File: src/hdl/osd_text_glyph_rasterizer_assert.svh
// Assertion macros for the OSD text glyph rasterizer.
`ifndef OSD_TEXT_GLYPH_RASTERIZER_ASSERT_SVH
`define OSD_TEXT_GLYPH_RASTERIZER_ASSERT_SVH
`ifndef SYNTHESIS
// Same-cycle implication, disabled during reset.
`define OSDGR_ASSERT_NOW(label, clk, rst_n, ante, cons) \
    label: assert property (@(posedge clk) disable iff (!rst_n) (ante) |-> (cons)) \
        else $error("osdgr assertion failed");
// Next-cycle implication, disabled during reset.
`define OSDGR_ASSERT_NEXT(label, clk, rst_n, ante, cons) \
    label: assert property (@(posedge clk) disable iff (!rst_n) (ante) |=> (cons)) \
        else $error("osdgr assertion failed");
`else
`define OSDGR_ASSERT_NOW(label, clk, rst_n, ante, cons)
`define OSDGR_ASSERT_NEXT(label, clk, rst_n, ante, cons)
`endif
`endif

File: src/hdl/osdgr_pkg.sv
// Shared types, constants and the 5x7 font table of the OSD text glyph rasterizer.
package osdgr_pkg;

    localparam int GLYPH_COLS    = 5;
    localparam int GLYPH_ROWS    = 7;
    localparam int MAX_RESULTS   = 14;
    localparam int COORD_BITS    = 10;
    localparam int ADV_BITS      = 8;
    localparam int CODE_BITS     = 8;
    localparam int PIXEL_SCALE_DEF = 2;
    localparam int QUEUE_DEPTH   = 2;
    localparam int ROW_BITS      = $clog2(MAX_RESULTS);
    localparam int GROW_BITS     = $clog2(GLYPH_ROWS);

    localparam logic [CODE_BITS-1:0] NEWLINE_CODE = 8'd10;

    // Configuration register indexes
    localparam int CFG_IDX_BITS = 3;
    localparam logic [CFG_IDX_BITS-1:0] CFG_ORIGIN_X       = 3'd0;
    localparam logic [CFG_IDX_BITS-1:0] CFG_ORIGIN_Y       = 3'd1;
    localparam logic [CFG_IDX_BITS-1:0] CFG_CHAR_ADVANCE   = 3'd2;
    localparam logic [CFG_IDX_BITS-1:0] CFG_LINE_ADVANCE   = 3'd3;
    localparam logic [CFG_IDX_BITS-1:0] CFG_SURFACE_WIDTH  = 3'd4;
    localparam logic [CFG_IDX_BITS-1:0] CFG_SURFACE_HEIGHT = 3'd5;

    // Register reset values
    localparam logic [COORD_BITS-1:0] ORIGIN_X_RST       = 10'd8;
    localparam logic [COORD_BITS-1:0] ORIGIN_Y_RST       = 10'd7;
    localparam logic [ADV_BITS-1:0]   CHAR_ADVANCE_RST   = 8'd12;
    localparam logic [ADV_BITS-1:0]   LINE_ADVANCE_RST   = 8'd18;
    localparam logic [COORD_BITS-1:0] SURFACE_WIDTH_RST  = 10'd590;
    localparam logic [COORD_BITS-1:0] SURFACE_HEIGHT_RST = 10'd390;

    typedef struct packed {
        logic [CODE_BITS-1:0] char_code;
        logic                 new_text;
    } t_in;

    typedef struct packed {
        logic [COORD_BITS-1:0] row_x;
        logic [COORD_BITS-1:0] row_y;
        logic [COORD_BITS-1:0] row_mask;
        logic                  last;
    } t_out;

    typedef struct packed {
        logic [COORD_BITS-1:0] origin_x;
        logic [COORD_BITS-1:0] origin_y;
        logic [ADV_BITS-1:0]   char_advance;
        logic [ADV_BITS-1:0]   line_advance;
        logic [COORD_BITS-1:0] surface_width;
        logic [COORD_BITS-1:0] surface_height;
    } t_cfg;

    // Top glyph row sits at the highest index
    typedef logic [GLYPH_ROWS-1:0][GLYPH_COLS-1:0] t_glyph;

    typedef struct packed {
        t_glyph                glyph;
        logic [COORD_BITS-1:0] x;
        logic [COORD_BITS-1:0] y;
    } t_job;

    typedef struct packed {
        logic full;
        logic valid;
    } t_q_stat;

    // Look up the glyph rows of a character; unknown codes are blank
    function automatic t_glyph font_glyph(input logic [CODE_BITS-1:0] code);
        t_glyph g;
        case (code)
            8'h30: g = {5'h0E,5'h11,5'h13,5'h15,5'h19,5'h11,5'h0E}; // 0
            8'h31: g = {5'h04,5'h0C,5'h04,5'h04,5'h04,5'h04,5'h0E}; // 1
            8'h32: g = {5'h0E,5'h11,5'h01,5'h02,5'h04,5'h08,5'h1F}; // 2
            8'h33: g = {5'h1E,5'h01,5'h01,5'h0E,5'h01,5'h01,5'h1E}; // 3
            8'h34: g = {5'h02,5'h06,5'h0A,5'h12,5'h1F,5'h02,5'h02}; // 4
            8'h35: g = {5'h1F,5'h10,5'h10,5'h1E,5'h01,5'h01,5'h1E}; // 5
            8'h36: g = {5'h0E,5'h10,5'h10,5'h1E,5'h11,5'h11,5'h0E}; // 6
            8'h37: g = {5'h1F,5'h01,5'h02,5'h04,5'h08,5'h08,5'h08}; // 7
            8'h38: g = {5'h0E,5'h11,5'h11,5'h0E,5'h11,5'h11,5'h0E}; // 8
            8'h39: g = {5'h0E,5'h11,5'h11,5'h0F,5'h01,5'h01,5'h0E}; // 9
            8'h41: g = {5'h0E,5'h11,5'h11,5'h1F,5'h11,5'h11,5'h11}; // A
            8'h42: g = {5'h1E,5'h11,5'h11,5'h1E,5'h11,5'h11,5'h1E}; // B
            8'h43: g = {5'h0E,5'h11,5'h10,5'h10,5'h10,5'h11,5'h0E}; // C
            8'h44: g = {5'h1E,5'h11,5'h11,5'h11,5'h11,5'h11,5'h1E}; // D
            8'h45: g = {5'h1F,5'h10,5'h10,5'h1E,5'h10,5'h10,5'h1F}; // E
            8'h46: g = {5'h1F,5'h10,5'h10,5'h1E,5'h10,5'h10,5'h10}; // F
            8'h47: g = {5'h0E,5'h11,5'h10,5'h17,5'h11,5'h11,5'h0E}; // G
            8'h48: g = {5'h11,5'h11,5'h11,5'h1F,5'h11,5'h11,5'h11}; // H
            8'h49: g = {5'h0E,5'h04,5'h04,5'h04,5'h04,5'h04,5'h0E}; // I
            8'h4A: g = {5'h07,5'h02,5'h02,5'h02,5'h02,5'h12,5'h0C}; // J
            8'h4B: g = {5'h11,5'h12,5'h14,5'h18,5'h14,5'h12,5'h11}; // K
            8'h4C: g = {5'h10,5'h10,5'h10,5'h10,5'h10,5'h10,5'h1F}; // L
            8'h4D: g = {5'h11,5'h1B,5'h15,5'h15,5'h11,5'h11,5'h11}; // M
            8'h4E: g = {5'h11,5'h19,5'h15,5'h13,5'h11,5'h11,5'h11}; // N
            8'h4F: g = {5'h0E,5'h11,5'h11,5'h11,5'h11,5'h11,5'h0E}; // O
            8'h50: g = {5'h1E,5'h11,5'h11,5'h1E,5'h10,5'h10,5'h10}; // P
            8'h51: g = {5'h0E,5'h11,5'h11,5'h11,5'h15,5'h12,5'h0D}; // Q
            8'h52: g = {5'h1E,5'h11,5'h11,5'h1E,5'h14,5'h12,5'h11}; // R
            8'h53: g = {5'h0F,5'h10,5'h10,5'h0E,5'h01,5'h01,5'h1E}; // S
            8'h54: g = {5'h1F,5'h04,5'h04,5'h04,5'h04,5'h04,5'h04}; // T
            8'h55: g = {5'h11,5'h11,5'h11,5'h11,5'h11,5'h11,5'h0E}; // U
            8'h56: g = {5'h11,5'h11,5'h11,5'h11,5'h11,5'h0A,5'h04}; // V
            8'h57: g = {5'h11,5'h11,5'h11,5'h15,5'h15,5'h15,5'h0A}; // W
            8'h58: g = {5'h11,5'h11,5'h0A,5'h04,5'h0A,5'h11,5'h11}; // X
            8'h59: g = {5'h11,5'h11,5'h0A,5'h04,5'h04,5'h04,5'h04}; // Y
            8'h5A: g = {5'h1F,5'h01,5'h02,5'h04,5'h08,5'h10,5'h1F}; // Z
            8'h78: g = {5'h00,5'h00,5'h11,5'h0A,5'h04,5'h0A,5'h11}; // x
            8'h3A: g = {5'h00,5'h04,5'h04,5'h00,5'h04,5'h04,5'h00}; // colon
            8'h2F: g = {5'h01,5'h02,5'h02,5'h04,5'h08,5'h08,5'h10}; // slash
            8'h2B: g = {5'h00,5'h04,5'h04,5'h1F,5'h04,5'h04,5'h00}; // plus
            8'h2D: g = {5'h00,5'h00,5'h00,5'h1F,5'h00,5'h00,5'h00}; // minus
            8'h2E: g = {5'h00,5'h00,5'h00,5'h00,5'h00,5'h06,5'h06}; // period
            default: g = '0;
        endcase
        return g;
    endfunction

endpackage

File: src/hdl/osdgr_front.sv
// Front end: accepts characters, tracks the cursor and queues drawn glyphs.
module osdgr_front #(
    parameter int PIXEL_SCALE = osdgr_pkg::PIXEL_SCALE_DEF
) (
    input  logic            i_clk,
    input  logic            i_rst_n,
    input  osdgr_pkg::t_cfg i_cfg,
    input  logic            i_accept,
    input  osdgr_pkg::t_in  i_in,
    output logic            o_push,
    output osdgr_pkg::t_job o_job
);
    import osdgr_pkg::*;

    localparam int FULL_ROWS = GLYPH_ROWS * PIXEL_SCALE;
    localparam int SUM_BITS  = COORD_BITS + 1;

    logic [COORD_BITS-1:0] r_cursor_x, n_cursor_x;
    logic [COORD_BITS-1:0] r_cursor_y, n_cursor_y;
    logic                  r_stopped,  n_stopped;

    logic [COORD_BITS-1:0] cur_x, cur_y;
    logic                  stop_eff, is_nl, wrap, stop_new;
    logic [SUM_BITS-1:0]   nx, nx2, ny, ny_bottom;

    // Apply a new-text restart before anything else
    always_comb begin
        cur_x    = i_in.new_text ? i_cfg.origin_x : r_cursor_x;
        cur_y    = i_in.new_text ? i_cfg.origin_y : r_cursor_y;
        stop_eff = r_stopped && !i_in.new_text;
        is_nl    = (i_in.char_code == NEWLINE_CODE);
    end

    // Compute advance, wrap and bottom-edge tests
    always_comb begin
        nx        = {1'b0, cur_x} + SUM_BITS'(i_cfg.char_advance);
        nx2       = nx + SUM_BITS'(i_cfg.char_advance);
        ny        = {1'b0, cur_y} + SUM_BITS'(i_cfg.line_advance);
        ny_bottom = ny + SUM_BITS'(FULL_ROWS);
        wrap      = is_nl || (nx2 >= {1'b0, i_cfg.surface_width});
        stop_new  = ny_bottom >= {1'b0, i_cfg.surface_height};
    end

    // Update cursor on each accepted transaction
    always_comb begin
        n_cursor_x = r_cursor_x;
        n_cursor_y = r_cursor_y;
        n_stopped  = r_stopped;
        if (i_accept && !stop_eff) begin
            if (wrap) begin
                n_cursor_x = i_cfg.origin_x;
                n_cursor_y = ny[COORD_BITS-1:0];
                n_stopped  = stop_new;
            end else begin
                n_cursor_x = nx[COORD_BITS-1:0];
                n_cursor_y = cur_y;
                n_stopped  = 1'b0;
            end
        end
    end

    always_ff @(posedge i_clk) begin
        if (!i_rst_n) begin
            r_cursor_x <= ORIGIN_X_RST;
            r_cursor_y <= ORIGIN_Y_RST;
            r_stopped  <= 1'b0;
        end else begin
            r_cursor_x <= n_cursor_x;
            r_cursor_y <= n_cursor_y;
            r_stopped  <= n_stopped;
        end
    end

    // Queue a glyph job for every drawn character
    assign o_push      = i_accept && !stop_eff && !is_nl;
    assign o_job.glyph = font_glyph(i_in.char_code);
    assign o_job.x     = cur_x;
    assign o_job.y     = cur_y;

endmodule

File: src/hdl/osdgr_queue.sv
// Short job queue between the front end and the row sequencer.
module osdgr_queue (
    input  logic               i_clk,
    input  logic               i_rst_n,
    input  logic               i_push,
    input  osdgr_pkg::t_job    i_job,
    input  logic               i_pop,
    output osdgr_pkg::t_job    o_head,
    output osdgr_pkg::t_q_stat o_stat
);
    import osdgr_pkg::*;

    localparam int PTR_BITS = (QUEUE_DEPTH > 1) ? $clog2(QUEUE_DEPTH) : 1;
    localparam int CNT_BITS = $clog2(QUEUE_DEPTH + 1);

    t_job                r_mem [QUEUE_DEPTH];
    logic [PTR_BITS-1:0] r_wr_ptr, r_rd_ptr;
    logic [CNT_BITS-1:0] r_count;

    function automatic logic [PTR_BITS-1:0] ptr_inc(input logic [PTR_BITS-1:0] p);
        return (p == PTR_BITS'(QUEUE_DEPTH - 1)) ? '0 : p + 1'b1;
    endfunction

    // Store incoming jobs
    always_ff @(posedge i_clk) begin
        if (i_push) begin
            r_mem[r_wr_ptr] <= i_job;
        end
    end

    // Advance pointers and fill count
    always_ff @(posedge i_clk) begin
        if (!i_rst_n) begin
            r_wr_ptr <= '0;
            r_rd_ptr <= '0;
            r_count  <= '0;
        end else begin
            if (i_push) begin
                r_wr_ptr <= ptr_inc(r_wr_ptr);
            end
            if (i_pop) begin
                r_rd_ptr <= ptr_inc(r_rd_ptr);
            end
            if (i_push && !i_pop) begin
                r_count <= r_count + 1'b1;
            end else if (i_pop && !i_push) begin
                r_count <= r_count - 1'b1;
            end
        end
    end

    assign o_head       = r_mem[r_rd_ptr];
    assign o_stat.full  = (r_count == CNT_BITS'(QUEUE_DEPTH));
    assign o_stat.valid = (r_count != '0);

endmodule

File: src/hdl/osdgr_back.sv
// Back end: steps through the scaled rows of a glyph and clips each mask.
module osdgr_back #(
    parameter int PIXEL_SCALE = osdgr_pkg::PIXEL_SCALE_DEF
) (
    input  logic               i_clk,
    input  logic               i_rst_n,
    input  osdgr_pkg::t_cfg    i_cfg,
    input  osdgr_pkg::t_job    i_head,
    input  osdgr_pkg::t_q_stat i_q_stat,
    output logic               o_pop,
    output logic               o_out_valid,
    input  logic               i_out_ready,
    output osdgr_pkg::t_out    o_out_data
);
    import osdgr_pkg::*;

    localparam int MASK_W   = GLYPH_COLS * PIXEL_SCALE;
    localparam int ALL_ROWS = GLYPH_ROWS * PIXEL_SCALE;
    localparam int NUM_ROWS = (ALL_ROWS > MAX_RESULTS) ? MAX_RESULTS : ALL_ROWS;
    localparam int SUB_BITS = (PIXEL_SCALE > 1) ? $clog2(PIXEL_SCALE) : 1;
    localparam int SUM_BITS = COORD_BITS + 1;

    logic [ROW_BITS-1:0]   r_row;
    logic [SUB_BITS-1:0]   r_sub;
    logic [GROW_BITS-1:0]  r_grow;
    logic                  r_out_valid;
    t_out                  r_out;

    logic                  out_adv, load, row_last;
    logic [GLYPH_COLS-1:0] grow_bits;
    logic [SUM_BITS-1:0]   y_full;
    logic                  y_in;
    logic [COORD_BITS-1:0] col_mask;

    assign out_adv  = !r_out_valid || i_out_ready;
    assign load     = i_q_stat.valid && out_adv;
    assign row_last = (r_row == ROW_BITS'(NUM_ROWS - 1));
    assign o_pop    = load && row_last;

    // Select the glyph row and test the vertical clip
    assign grow_bits = i_head.glyph[GROW_BITS'(GLYPH_ROWS - 1) - r_grow];
    assign y_full    = {1'b0, i_head.y} + SUM_BITS'(r_row);
    assign y_in      = y_full < {1'b0, i_cfg.surface_height};

    // Expand each glyph bit over the scaled columns and clip at the right edge
    for (genvar b = 0; b < COORD_BITS; b++) begin : g_px
        if (b < MASK_W) begin : g_on
            localparam int P  = MASK_W - 1 - b;
            localparam int GX = P / PIXEL_SCALE;
            assign col_mask[b] = grow_bits[GLYPH_COLS - 1 - GX]
                && (({1'b0, i_head.x} + SUM_BITS'(P)) < {1'b0, i_cfg.surface_width});
        end else begin : g_off
            assign col_mask[b] = 1'b0;
        end
    end

    // Step row counters as rows leave for the output register
    always_ff @(posedge i_clk) begin
        if (!i_rst_n) begin
            r_row  <= '0;
            r_sub  <= '0;
            r_grow <= '0;
        end else if (load) begin
            if (row_last) begin
                r_row  <= '0;
                r_sub  <= '0;
                r_grow <= '0;
            end else begin
                r_row <= r_row + 1'b1;
                if (r_sub == SUB_BITS'(PIXEL_SCALE - 1)) begin
                    r_sub  <= '0;
                    r_grow <= r_grow + 1'b1;
                end else begin
                    r_sub <= r_sub + 1'b1;
                end
            end
        end
    end

    // Hold the result until the consumer takes it
    always_ff @(posedge i_clk) begin
        if (!i_rst_n) begin
            r_out_valid <= 1'b0;
        end else if (out_adv) begin
            r_out_valid <= i_q_stat.valid;
        end
    end

    always_ff @(posedge i_clk) begin
        if (load) begin
            r_out.row_x    <= i_head.x;
            r_out.row_y    <= y_full[COORD_BITS-1:0];
            r_out.row_mask <= y_in ? col_mask : '0;
            r_out.last     <= row_last;
        end
    end

    assign o_out_valid = r_out_valid;
    assign o_out_data  = r_out;

endmodule

File: src/hdl/osd_text_glyph_rasterizer.sv
// Top level of the OSD text glyph rasterizer: configuration, front end, queue, row sequencer.
//
//  channel  direction  handshake                  payload
//  in       input      i_in_valid / o_in_ready    i_in_data  (char_code, new_text)
//  out      output     o_out_valid / i_out_ready  o_out_data (row_x, row_y, row_mask, last)
//  cfg      input      i_cfg_we                   i_cfg_idx, i_cfg_data
//
// A drawn character yields min(7*PIXEL_SCALE, 14) rows, one per cycle from the row
// sequencer while the output is not stalled.
// Newlines and dropped characters push no job and take no back-end time.
// The front end takes a character every cycle while the two-entry job queue has room.
// Reset is synchronous: registers return to defaults, cursor to origin, queue empties.
// A stalled output holds its row; the queue fills and then lowers o_in_ready.
module osd_text_glyph_rasterizer #(
    parameter int PIXEL_SCALE = osdgr_pkg::PIXEL_SCALE_DEF
) (
    input  logic                                 i_clk,
    input  logic                                 i_rst_n,
    input  logic                                 i_in_valid,
    output logic                                 o_in_ready,
    input  osdgr_pkg::t_in                       i_in_data,
    output logic                                 o_out_valid,
    input  logic                                 i_out_ready,
    output osdgr_pkg::t_out                      o_out_data,
    input  logic                                 i_cfg_we,
    input  logic [osdgr_pkg::CFG_IDX_BITS-1:0]   i_cfg_idx,
    input  logic [osdgr_pkg::COORD_BITS-1:0]     i_cfg_data
);
    import osdgr_pkg::*;

`include "osd_text_glyph_rasterizer_assert.svh"

    t_cfg    r_cfg;
    t_job    front_job, head_job;
    t_q_stat q_stat;
    logic    in_accept, q_push, q_pop;

    // Write configuration registers
    always_ff @(posedge i_clk) begin
        if (!i_rst_n) begin
            r_cfg.origin_x       <= ORIGIN_X_RST;
            r_cfg.origin_y       <= ORIGIN_Y_RST;
            r_cfg.char_advance   <= CHAR_ADVANCE_RST;
            r_cfg.line_advance   <= LINE_ADVANCE_RST;
            r_cfg.surface_width  <= SURFACE_WIDTH_RST;
            r_cfg.surface_height <= SURFACE_HEIGHT_RST;
        end else if (i_cfg_we) begin
            case (i_cfg_idx)
                CFG_ORIGIN_X:       r_cfg.origin_x       <= i_cfg_data;
                CFG_ORIGIN_Y:       r_cfg.origin_y       <= i_cfg_data;
                CFG_CHAR_ADVANCE:   r_cfg.char_advance   <= i_cfg_data[ADV_BITS-1:0];
                CFG_LINE_ADVANCE:   r_cfg.line_advance   <= i_cfg_data[ADV_BITS-1:0];
                CFG_SURFACE_WIDTH:  r_cfg.surface_width  <= i_cfg_data;
                CFG_SURFACE_HEIGHT: r_cfg.surface_height <= i_cfg_data;
                default: ;
            endcase
        end
    end

    // Accept a transaction whenever the job queue has room
    assign o_in_ready = !q_stat.full;
    assign in_accept  = i_in_valid && o_in_ready;

    osdgr_front #(
        .PIXEL_SCALE (PIXEL_SCALE)
    ) u_front (
        .i_clk    (i_clk),
        .i_rst_n  (i_rst_n),
        .i_cfg    (r_cfg),
        .i_accept (in_accept),
        .i_in     (i_in_data),
        .o_push   (q_push),
        .o_job    (front_job)
    );

    osdgr_queue u_queue (
        .i_clk   (i_clk),
        .i_rst_n (i_rst_n),
        .i_push  (q_push),
        .i_job   (front_job),
        .i_pop   (q_pop),
        .o_head  (head_job),
        .o_stat  (q_stat)
    );

    osdgr_back #(
        .PIXEL_SCALE (PIXEL_SCALE)
    ) u_back (
        .i_clk       (i_clk),
        .i_rst_n     (i_rst_n),
        .i_cfg       (r_cfg),
        .i_head      (head_job),
        .i_q_stat    (q_stat),
        .o_pop       (q_pop),
        .o_out_valid (o_out_valid),
        .i_out_ready (i_out_ready),
        .o_out_data  (o_out_data)
    );

    // A job never enters a full queue, and a job leaves only with its final row
    `OSDGR_ASSERT_NOW(a_no_overflow, i_clk, i_rst_n, q_push, !q_stat.full)
    `OSDGR_ASSERT_NOW(a_pop_has_job, i_clk, i_rst_n, q_pop, q_stat.valid)
    `OSDGR_ASSERT_NEXT(a_pop_marks_last, i_clk, i_rst_n, q_pop, o_out_valid && o_out_data.last)

endmodule

File: config.mk
export PLATFORM = sky130hd
export DESIGN_NAME = osd_text_glyph_rasterizer
export DESIGN_NICKNAME = d
export VERILOG_FILES = /design/src/hdl/osdgr_pkg.sv /design/src/hdl/osdgr_front.sv /design/src/hdl/osdgr_queue.sv /design/src/hdl/osdgr_back.sv /design/src/hdl/osd_text_glyph_rasterizer.sv
export VERILOG_INCLUDE_DIRS = /design/src /design/src/hdl
export SDC_FILE = /design/constraint.sdc
export NUM_CORES = 1
export LEC_CHECK = 0
export BUFFER_PORTS_ARGS = -buffer_cell sky130_fd_sc_hd__buf_2
export CAP_MARGIN = 25
export CORE_ASPECT_RATIO = 2
export CORE_UTILIZATION = 35
export DETAILED_ROUTE_END_ITERATION = 12
export MAX_ROUTING_LAYER = met4
export PLACE_DENSITY_LB_ADDON = 0.3
export SYNTH_ARGS = -nofsm -noshare
export SYNTH_HDL_FRONTEND = slang
export SYNTH_MEMORY_MAX_BITS = 65536
export SYNTH_SLANG_ARGS = --single-unit
export TNS_END_PERCENT = 30
File: constraint.sdc
create_clock -name i_clk -period 7.98 [get_ports i_clk]
set_clock_uncertainty 0.15 [all_clocks]
set_input_delay 1.596 -clock i_clk [delete_from_list [all_inputs] [get_ports i_clk]]
set_output_delay 1.596 -clock i_clk [all_outputs]
set_load 0.01 [all_outputs]
; Word level (Yosys, flattened, before mapping)
; Memories as Yosys holds them, arrays and structs flattened. A register that Yosys moved wholly into a read port is not among the register bits.
; Cells that the tools add are included.
[classes]
n_lt_le_gt_ge = 14
reduce_logical = 38
eq_ne = 8
muxes = 21
addsub = 22
[ops]
columns = cell, n
row1 = $lt 11x10->1, 10
row2 = $add 10x3->11 const B, 4
row3 = $mux 10, 4
row4 = $mux 35, 1
row5 = $add 10x2->11 const B, 2
row6 = $add 10x4->11 const B, 2
row7 = $add 10x8->11, 2
row8 = $ge 11x10->1, 2
row9 = $logic_and 1x1->1, 18
row10 = $bmux 5 s3, 1
row11 = $reduce_and 2->1, 7
row12 = $add 10x1->11 const B, 1
row13 = $add 10x4->11, 1
row14 = $add 11x4->11 const B, 1
row15 = $add 11x8->11, 1
row16 = $lt 10x10->1, 1
row17 = $mux 1, 9
row18 = $eq 8x4->1 const B, 1
row19 = $logic_not 1->1, 7
row20 = $eq 3x2->1 const B, 2
row21 = $eq 3x3->1 const B, 2
row22 = $mux 3, 2
row23 = $reduce_bool 2->1, 3
row24 = $mux 5, 1
row25 = other kinds (14), 18
[totals]
romBits = 4480
in_bits = 27
ram_bits = 110
memories = 2
ff_bits = 121
[memory_table]
columns = name, depth, word_bits, rd, rd_clocked_by_memory_dff, write_ports, line_no
row1 = (name not given), 128, 35, 1, 0, 0, osdgr_pkg.sv:72  ; case (code)
row2 = u_queue.r_mem, 2, 55, 1, 1, 1, osdgr_queue.sv:16  ; t_job r_mem [QUEUE_DEPTH];

; Logic depth before layout (Yosys ltp)
; Gate-level depths: netlist of run 1.
[depth]
word_depth = 9
ltp_mapped = 26
ltp_nobuf = 23

; Hierarchy
; From an unflattened synthesis of run 1, not the netlist that was laid out.
[unflattened]
hier_cells = 1707
area_unflattened_um2 = 16548.4
[by_module_without_submodules]
columns = mod, instances, cells_per_inst, area_per_inst_um2, seq_area_each_um2
row1 = osdgr_back, 1, 554, 5119.9, 1111.1
row2 = osdgr_front, 1, 747, 5013.6, 420.4
row3 = osdgr_queue, 1, 193, 4207.8, 3403.3
row4 = osd_text_glyph_rasterizer, 1, 213, 2207.1, 1121.1

; Least setup slack after synthesis of run 1
; OpenSTA, ideal clock, no wires.
[synth_path]
path_type = input-to-reg
startpoint = in i_in_data[1] (netlist name)
endpoint = mem u_queue.r_mem[0][0] (netlist name) (enable)
required_time_ps = 7292
arrival_time_ps = 5844
cell_stages = 5
setup_time_ps = 538
slack_ps = 1449
cell_sequence = inv_1 ha_1 nand2_1 nor4_1 nor3_1
[synth_between]
elab_chain_len = 5
[synth_lines]
columns = element, line_no
row1 = from (decl), osd_text_glyph_rasterizer.sv:21  ; input osdgr_pkg::t_in i_in_data,
row2 = $eq 8x4->1, osdgr_front.sv:31  ; is_nl = (i_in.char_code == NEWLINE_CODE);
row3 = $logic_not 1->1, osdgr_front.sv:75  ; assign o_push = i_accept && !stop_eff && !is_nl;
row4 = $logic_and 1x1->1, osdgr_front.sv:75
row5 = $mux 1, osdgr_queue.sv:26  ; if (i_push) begin
row6 = $mux 1 (implied by the code), osdgr_queue.sv:27  ; r_mem[r_wr_ptr] <= i_job;
row7 = to (decl), osdgr_queue.sv:16
; No other way between the ends.

==> results of run 1 <==
cells in the final DEF, fill, tap and decap left out, drive strengths merged, types with 23 or more instances in the layout:
cell type,instances
a21boi,48
a21o,34
a21oi,120
buf,81
clkbuf,30
dfxtp,91
edfxtp,141
ha,165
inv,64
mux2,27
mux2i,37
nand2,212
nand3,36
nor2,115
nor2b,34
nor3,23
o21ai,90
xnor2,84
worst max-delay path: cells and delay by family:
family                   cells  cell delay [ns]
multiplexers                 2             0.66
XOR/XNOR                     1             0.11
AND/OR/NAND/NOR              4             0.88
buffers and inverters        3             0.59
adder cells (fa/ha/maj)      3             0.75
AO/OA/AOI/OAI               10             1.95
area by class of cell:
cell class	instances	area, sq um
Timing Repair Buffer	81	460
Clock buffer	30	622
Fill cell	4363	27000
Clock inverter	12	146
Sequential cell	232	6060
Multi-Input combinational cell	1267	9130
Inverter	65	244
Tap cell	555	694
state kept, by name, summed over array words and instances (netlist names), named ones only:
signal,cells
u_queue.r_mem,110
r_cfg,56
u_back.o_out_data,31
u_front.r_cursor_x,10
u_front.r_cursor_y,10
u_back.r_row,4
u_back.r_grow,3
u_queue.r_count,2
u_back.o_out_valid,1
u_back.r_sub,1
u_front.r_stopped,1
u_queue.r_rd_ptr,1
u_queue.r_wr_ptr,1
cells by family after synthesis:
family                     synth area share
AOI/OAI and AO/OA                     0.175
adders and majority gates             0.136
muxes                                0.0685
xor gates and xnor gates             0.0584
and+or+nand+nor                       0.141
DFF                                   0.385
buffers and inverters                0.0366
power by group through the flow:
stage,Clock [uW],Combinational (uW),Sequential (uW)
floorplan,0,607,1480
finish,1120,917,1440
global placement,0,895,1470
global route,1190,1010,1450
detailed placement,0,912,1470
CTS,1150,918,1440
worst max-delay path by stage:
stage | from | endpoint | slack (ns)
after floorplan | i_in_data[1] | u_queue.r_mem[0][0]$_DFFE_PP_ | 1.45
after global placement | i_in_data[0] | u_front.r_cursor_y[1]$_SDFFE_PN1P_ | 1.37
after detailed placement | i_in_data[0] | u_front.r_cursor_y[1]$_SDFFE_PN1P_ | 1.26
after CTS | i_in_data[0] | u_front.r_cursor_y[1]$_SDFFE_PN1P_ | 1.79
after global routing | i_in_data[0] | u_front.r_cursor_y[1]$_SDFFE_PN1P_ | 1.37
final | i_in_data[0] | u_front.r_cursor_y[1]$_SDFFE_PN1P_ | 1.77
through the flow:
| step | total power (uW) | instances | util | worst slack [ns] |
|---|---|---|---|---|
| final | 3480 | 2242 | 0.392 | 1.77 |
| after global routing | 3650 | 2242 | 0.392 | 1.37 |
| after CTS | 3510 | 2241 | 0.391 | 1.79 |
| after floorplan | 2090 | 1639 | - | 1.45 |
| after global placement | 2360 | 2199 | 0.374 | 1.37 |
| after detailed placement | 2380 | 2199 | 0.374 | 1.26 |
per-layer routing:
| layer | part of all wire | wire length (um) |
|---|---|---|
| met2 | 0.53 | 25800 |
| met1 | 0.34 | 16700 |
| met5 | 0 | 0 |
| met3 | 0.040 | 1920 |
| met4 | 0.081 | 3900 |
==> out/qor.yml, run 1 <==
placed_design:
  port_buffers: 59
  post_dp_cell_area_sq_mm: 0.0166
  dp_hpwl_um: 36600
  place_congestion: 0.975
synthesis:
  yosysMostFrequentCell: "nand2_1"
  yosys.area.top_type_share: 0.269
  synth_seq_area_share: 0.385
  yosys.cell_types.count: 77
  synthCells: 1639
  synth_edf_count: 141
  synth_seq_cells: 232
  synth.net_count: 1835
  synth_largest_area_cell: "edfxtp_1"
  yosysWarnings: 0
  ys_async_sr_fraction: 0
  synth_area_leaders: "edfxtp_1 (27%), ha_1 (13%), dfxtp_1 (12%)"
  synth_common_cells: "nand2_1 (211), ha_1 (165), edfxtp_1 (141)"
  synth_ff_type: "edfxtp_1"
  synth_area_per_cell_sq_um: 9.60
  synth_area_sq_mm: 0.0157
grt:
  gr-total-overflow: 0
  grt_most_used_layer: "met2"
  grt_pass1_wl_um: 74200
  use_met3: 0.0183
  grt_max_degree: 66
  grt_antenna_before_repair: 0
  grt_use_met1: 0.207
  grt_pass1_vias: 13000
  grt_usage: 0.218
  met2_usage: 0.411
critical_path:
  reg2reg_to: "u_back.o_out_data[1]$_SDFFCE_PP0P_"
  cp-end-kind: "flip-flop"
  crit_type: "in2reg"
  critPathMaxStageDelay_ns: 0.39
  startpoint_type: "primary input"
  critPathArrivalTime_ns: 6.54
  cpMaxStageDelayCell: "mux2_1"
  cp_cell_sequence: "buf_2, buf_4, mux2i_1, inv_1, ha_1, a21o_1, a21oi_1, nand2b_1, a211oi_1, nor2_1, ha_1, a21oi_1, nand2_1, o21ai_2, xnor2_1, ha_1, a211o_1, a21oi_1, o21ai_0, a32oi_2, nand2_4, mux2_1, o211ai_1"
  crit_fanout: 19
  crit_required_ns: 8.30
  ff2ff_setup_slack_ns: 2.41
  reg2reg_depth: 15
final_layout:
  nets: 1866
  num_antenna_cells: 0
  final_layout_size_suffix_gt1_frac: 0.109
  syn_to_final_growth_pct: 10.3
  stdcell_area_sq_mm: 0.0174
drt:
  vias: 12700
  routed_via_density: 5.66
  dr.pass1.iters: 9
  antenna_left: 0
  wl_um: 48300
  routedWlPerCell_um: 21.5
  initialDrtViolationCount: 806
  drc: 6
timing:
  whs_ns: 0.306
  finalCriticalPeriod_ns: 6.21
  rsz0062_at_grt: "false"
  setup_viol: 0
  hold_violations: 0
  slew_viol_final: 0
  max_clock_freq_mhz: 161
  slew_headroom: 0.304
  worst_slew_pin_slew_ns: 1.04
  fin_setup_tns_ns: 0
  post-route-period-util: 0.779
die:
  fp.dieH_um: 302
  dieWidth_um: 152
  initial_core_util: 0.355
  std_cell_rows: 109
  design.core.area_sq_mm: 0.0443
  dieArea_sq_mm: 0.0459
  num_io_pins: 60
power:
  switching_share: 0.316
  clockPowerShare: 0.322
  power_density_mw_per_mm2: 201
  internal_power_uw: 2380
  ir_worst_vdd_mv: 0.143
  p_sw_uw: 1100
  leakage_uw: 0.00668
  seq_power_share: 0.414
  combinationalPowerShare: 0.264
clock_tree:
  clk_root_buffer_cell: "clkbuf_16"
  cts_resized: 0
  clockBufferDepth: 3
  ctsHtreeMaxLevel: 1
  cts.clk_slew.worst_paths_ns: 0.07
  cts_tree: "yes"
  ctsHoldBuffers: 0
  clk_latency_ns: 0.56
  numCtsBuffers: 23
  cts_setup_buffers: 0
  cts.sinks: 232
min_path:
  hp-class: "reg2reg"
  holdCritStartpoint: "u_front.r_cursor_y[7]$_SDFFE_PN0P_"
  whs_path_depth: 2
  hold_end: "u_front.r_cursor_y[7]$_SDFFE_PN0P_"
flow_run:
  cap_violations: 0
run_status:
  violations: "design-rule violations"
  outcome: "finished with violations"
No activity file was read; power rests on OpenSTA's default activity.
==> inputs of run 2 (changes only) <==
Clock period 7.98 ns to 5.1 ns, I/O delays scaled along.
==> run 2 against run 1 <==
Against the previous run:
- the flow still finishes with violations (design-rule violations)
- via count grew 3.0%
- combinational power up 69%
- die area unchanged
- sequential power rose by 57%
- largest power group unchanged
==> out/qor.yml, run 2 (same netlist as run 1, synthesis figures left out) <==
grt:
  grt_usage: 0.220  # +0.00165
  grt_max_degree: 54  # -18%
  grt_pass1_vias: 13200  # +1.6%
  grt_pass1_wl_um: 75000  # +1.1%
  gr-total-overflow: 0  # unchanged
  grt_antenna_before_repair: 0  # unchanged
final_layout:
  final-seq-area_sq_mm: 0.00606  # unchanged
  num_antenna_cells: 0  # unchanged
  layout_commonest_cell: "nand2_1"
  final_cell_mix: "nand2_1 (211), ha_1 (164), edfxtp_1 (141)"
  multi_input_area_sq_mm: 0.00916  # +0.33%
  largest_reg_flops: 110  # unchanged
  final_layout_size_suffix_gt1_frac: 0.160  # +0.0514
  regMostFlops: "u_queue.r_mem"
  syn_to_final_growth_pct: 14.9
  fillCellCount: 4307  # -1.3%
  nets: 1963  # +5.2%
drt:
  antenna_left: 0  # unchanged
  drc: 12  # +6
  wl_um: 48800  # +1.1%
  initialDrtViolationCount: 890  # +10%
  routed_via_density: 5.60  # -1.2%
  dr.pass1.iters: 10  # +1
  vias: 13100  # +3.0%
  routedWlPerCell_um: 20.9  # -3.0%
clock_tree:
  clk_root_buffer_cell: "clkbuf_16"
  clk_latency_ns: 0.53  # -0.03 ns
  numCtsBuffers: 23  # unchanged
  cts.clk_slew.worst_paths_ns: 0.07  # about the same
  ctsHoldBuffers: 0  # unchanged
  clockBufferDepth: 3  # unchanged
  cts_tree: "yes"
  ctsHtreeMaxLevel: 1  # unchanged
  cts.sinks: 232  # unchanged
critical_path:
  critPathArrivalTime_ns: 5.06  # -1.48 ns
  crit_required_ns: 5.36  # -2.94 ns
  cp-end-kind: "flip-flop"
  crit_type: "in2reg"
  crit_fanout: 7  # -12
  startpoint_type: "primary input"
min_path:
  hp-class: "reg2reg"
timing:
  finalCriticalPeriod_ns: 4.80
  worst_slew_pin_slew_ns: 0.950  # -0.0862 ns
  slew_viol_final: 0  # unchanged
  setup_slack_ns: 0.298  # -1.47 ns
  hold_violations: 0  # unchanged
  max_clock_freq_mhz: 208
  post-route-period-util: 0.942
  fin_setup_tns_ns: 0  # unchanged
  slew_headroom: 0.366  # +0.0620
  setup_viol: 0  # unchanged
placed_design:
  port_buffers: 59  # unchanged
  place_congestion: 0.981  # +0.56%
  dp_slack_ns: -0.283  # -1.54 ns
  dp_hpwl_um: 37300  # +2.1%
power:
  power_density_mw_per_mm2: 304  # +51%
  leakage_uw: 0.00715  # +7.1%
  ir_worst_vdd_mv: 0.186  # +30%
run_status:
  outcome: "finished with violations"
  violations: "design-rule violations"
die:
  fp.dieH_um: 302  # unchanged
  num_io_pins: 60  # unchanged
  dieArea_sq_mm: 0.0459  # unchanged
  dieWidth_um: 152  # unchanged
  std_cell_rows: 109  # unchanged
  initial_core_util: 0.355  # unchanged
  design.core.area_sq_mm: 0.0443  # unchanged
flow_run:
  cap_violations: 0  # unchanged
-- run 2: final cells by class --
cell class | instances | share of cell area
flip-flops and latches | 232 | 0.335
well taps | 555 | 0.0384
clock buffers | 32 | 0.0359
multi-input cells | 1267 | 0.507
repair buffers | 178 | 0.0657
clock inverters | 8 | 0.00484
inverters | 65 | 0.0135
-- run 2: per-stage QoR --
stage           util  total power (uW)  std cells  area (sq um)  hold slack (ns)
2_1_floorplan      -              3260       1639         15700            0.271
3_5_place_dp   0.390              3820       2295         17300            0.296
6_report       0.408              5490       2337         18100            0.311
3_3_place_gp   0.390              3790       2295         17300            0.283
4_1_cts        0.407              5540       2335         18000            0.318
5_1_grt        0.408              5770       2337         18100            0.343
-- run 2: final timing paths --
kind                                              from                                  to  slack, ns  cells past startpoint
worst min register to register  r_cfg[15]$_SDFFE_PN0P_              r_cfg[15]$_SDFFE_PN0P_       0.31                      2
worst max register to register               flip-flop  u_back.o_out_data[1]$_SDFFCE_PP0P_       0.33                     16
worst max-delay path                      i_in_data[0]  u_front.r_cursor_y[7]$_SDFFE_PN0P_       0.30                     23
worst min-delay path            r_cfg[15]$_SDFFE_PN0P_              r_cfg[15]$_SDFFE_PN0P_       0.31                      2
-- run 2: metal layers --
metal  vias to the layer above  part of all wire  wire [um]  track usage
met3                       184             0.034       1680       0.0195
met4                         0             0.065       3180        0.139
met5                         -                 0          0            -
li1                       6187                 -          -            -
met2                       412              0.54      26600        0.422
met1                      6293              0.36      17400        0.211
-- run 2: worst max-delay path, stage by stage --
cell     delay [ns]
buf_2          0.15
mux2i_2        0.16
inv_1          0.09
ha_2           0.18
inv_1          0.05
fa_1           0.38
buf_4          0.16
xnor2_2        0.14
ha_1           0.31
nor2b_2        0.17
o31a_1         0.26
o21a_1         0.19
nor2_2         0.09
xnor2_1        0.12
ha_1           0.26
a211o_1        0.26
a21oi_1        0.11
o21ai_0        0.13
a32oi_2        0.28
nand2_4        0.12
buf_4          0.19
mux2i_1        0.16
o21ai_0        0.08
-- run 2: power breakdown --
part / internal, uW / switching, uW
Sequential: 2190 / 63.6
Clock: 949 / 743
Combinational: 641 / 906
Total: 3780 / 1710
-- run 2: timing repair --
| item | in CTS | in global routing |
|---|---|---|
| resized for setup | 0 | 9 |
| endpoints found under the setup margin | 0 | 20 |
| buffers inserted | 0 | 2 |
| endpoints found under the hold margin | 0 | 0 |
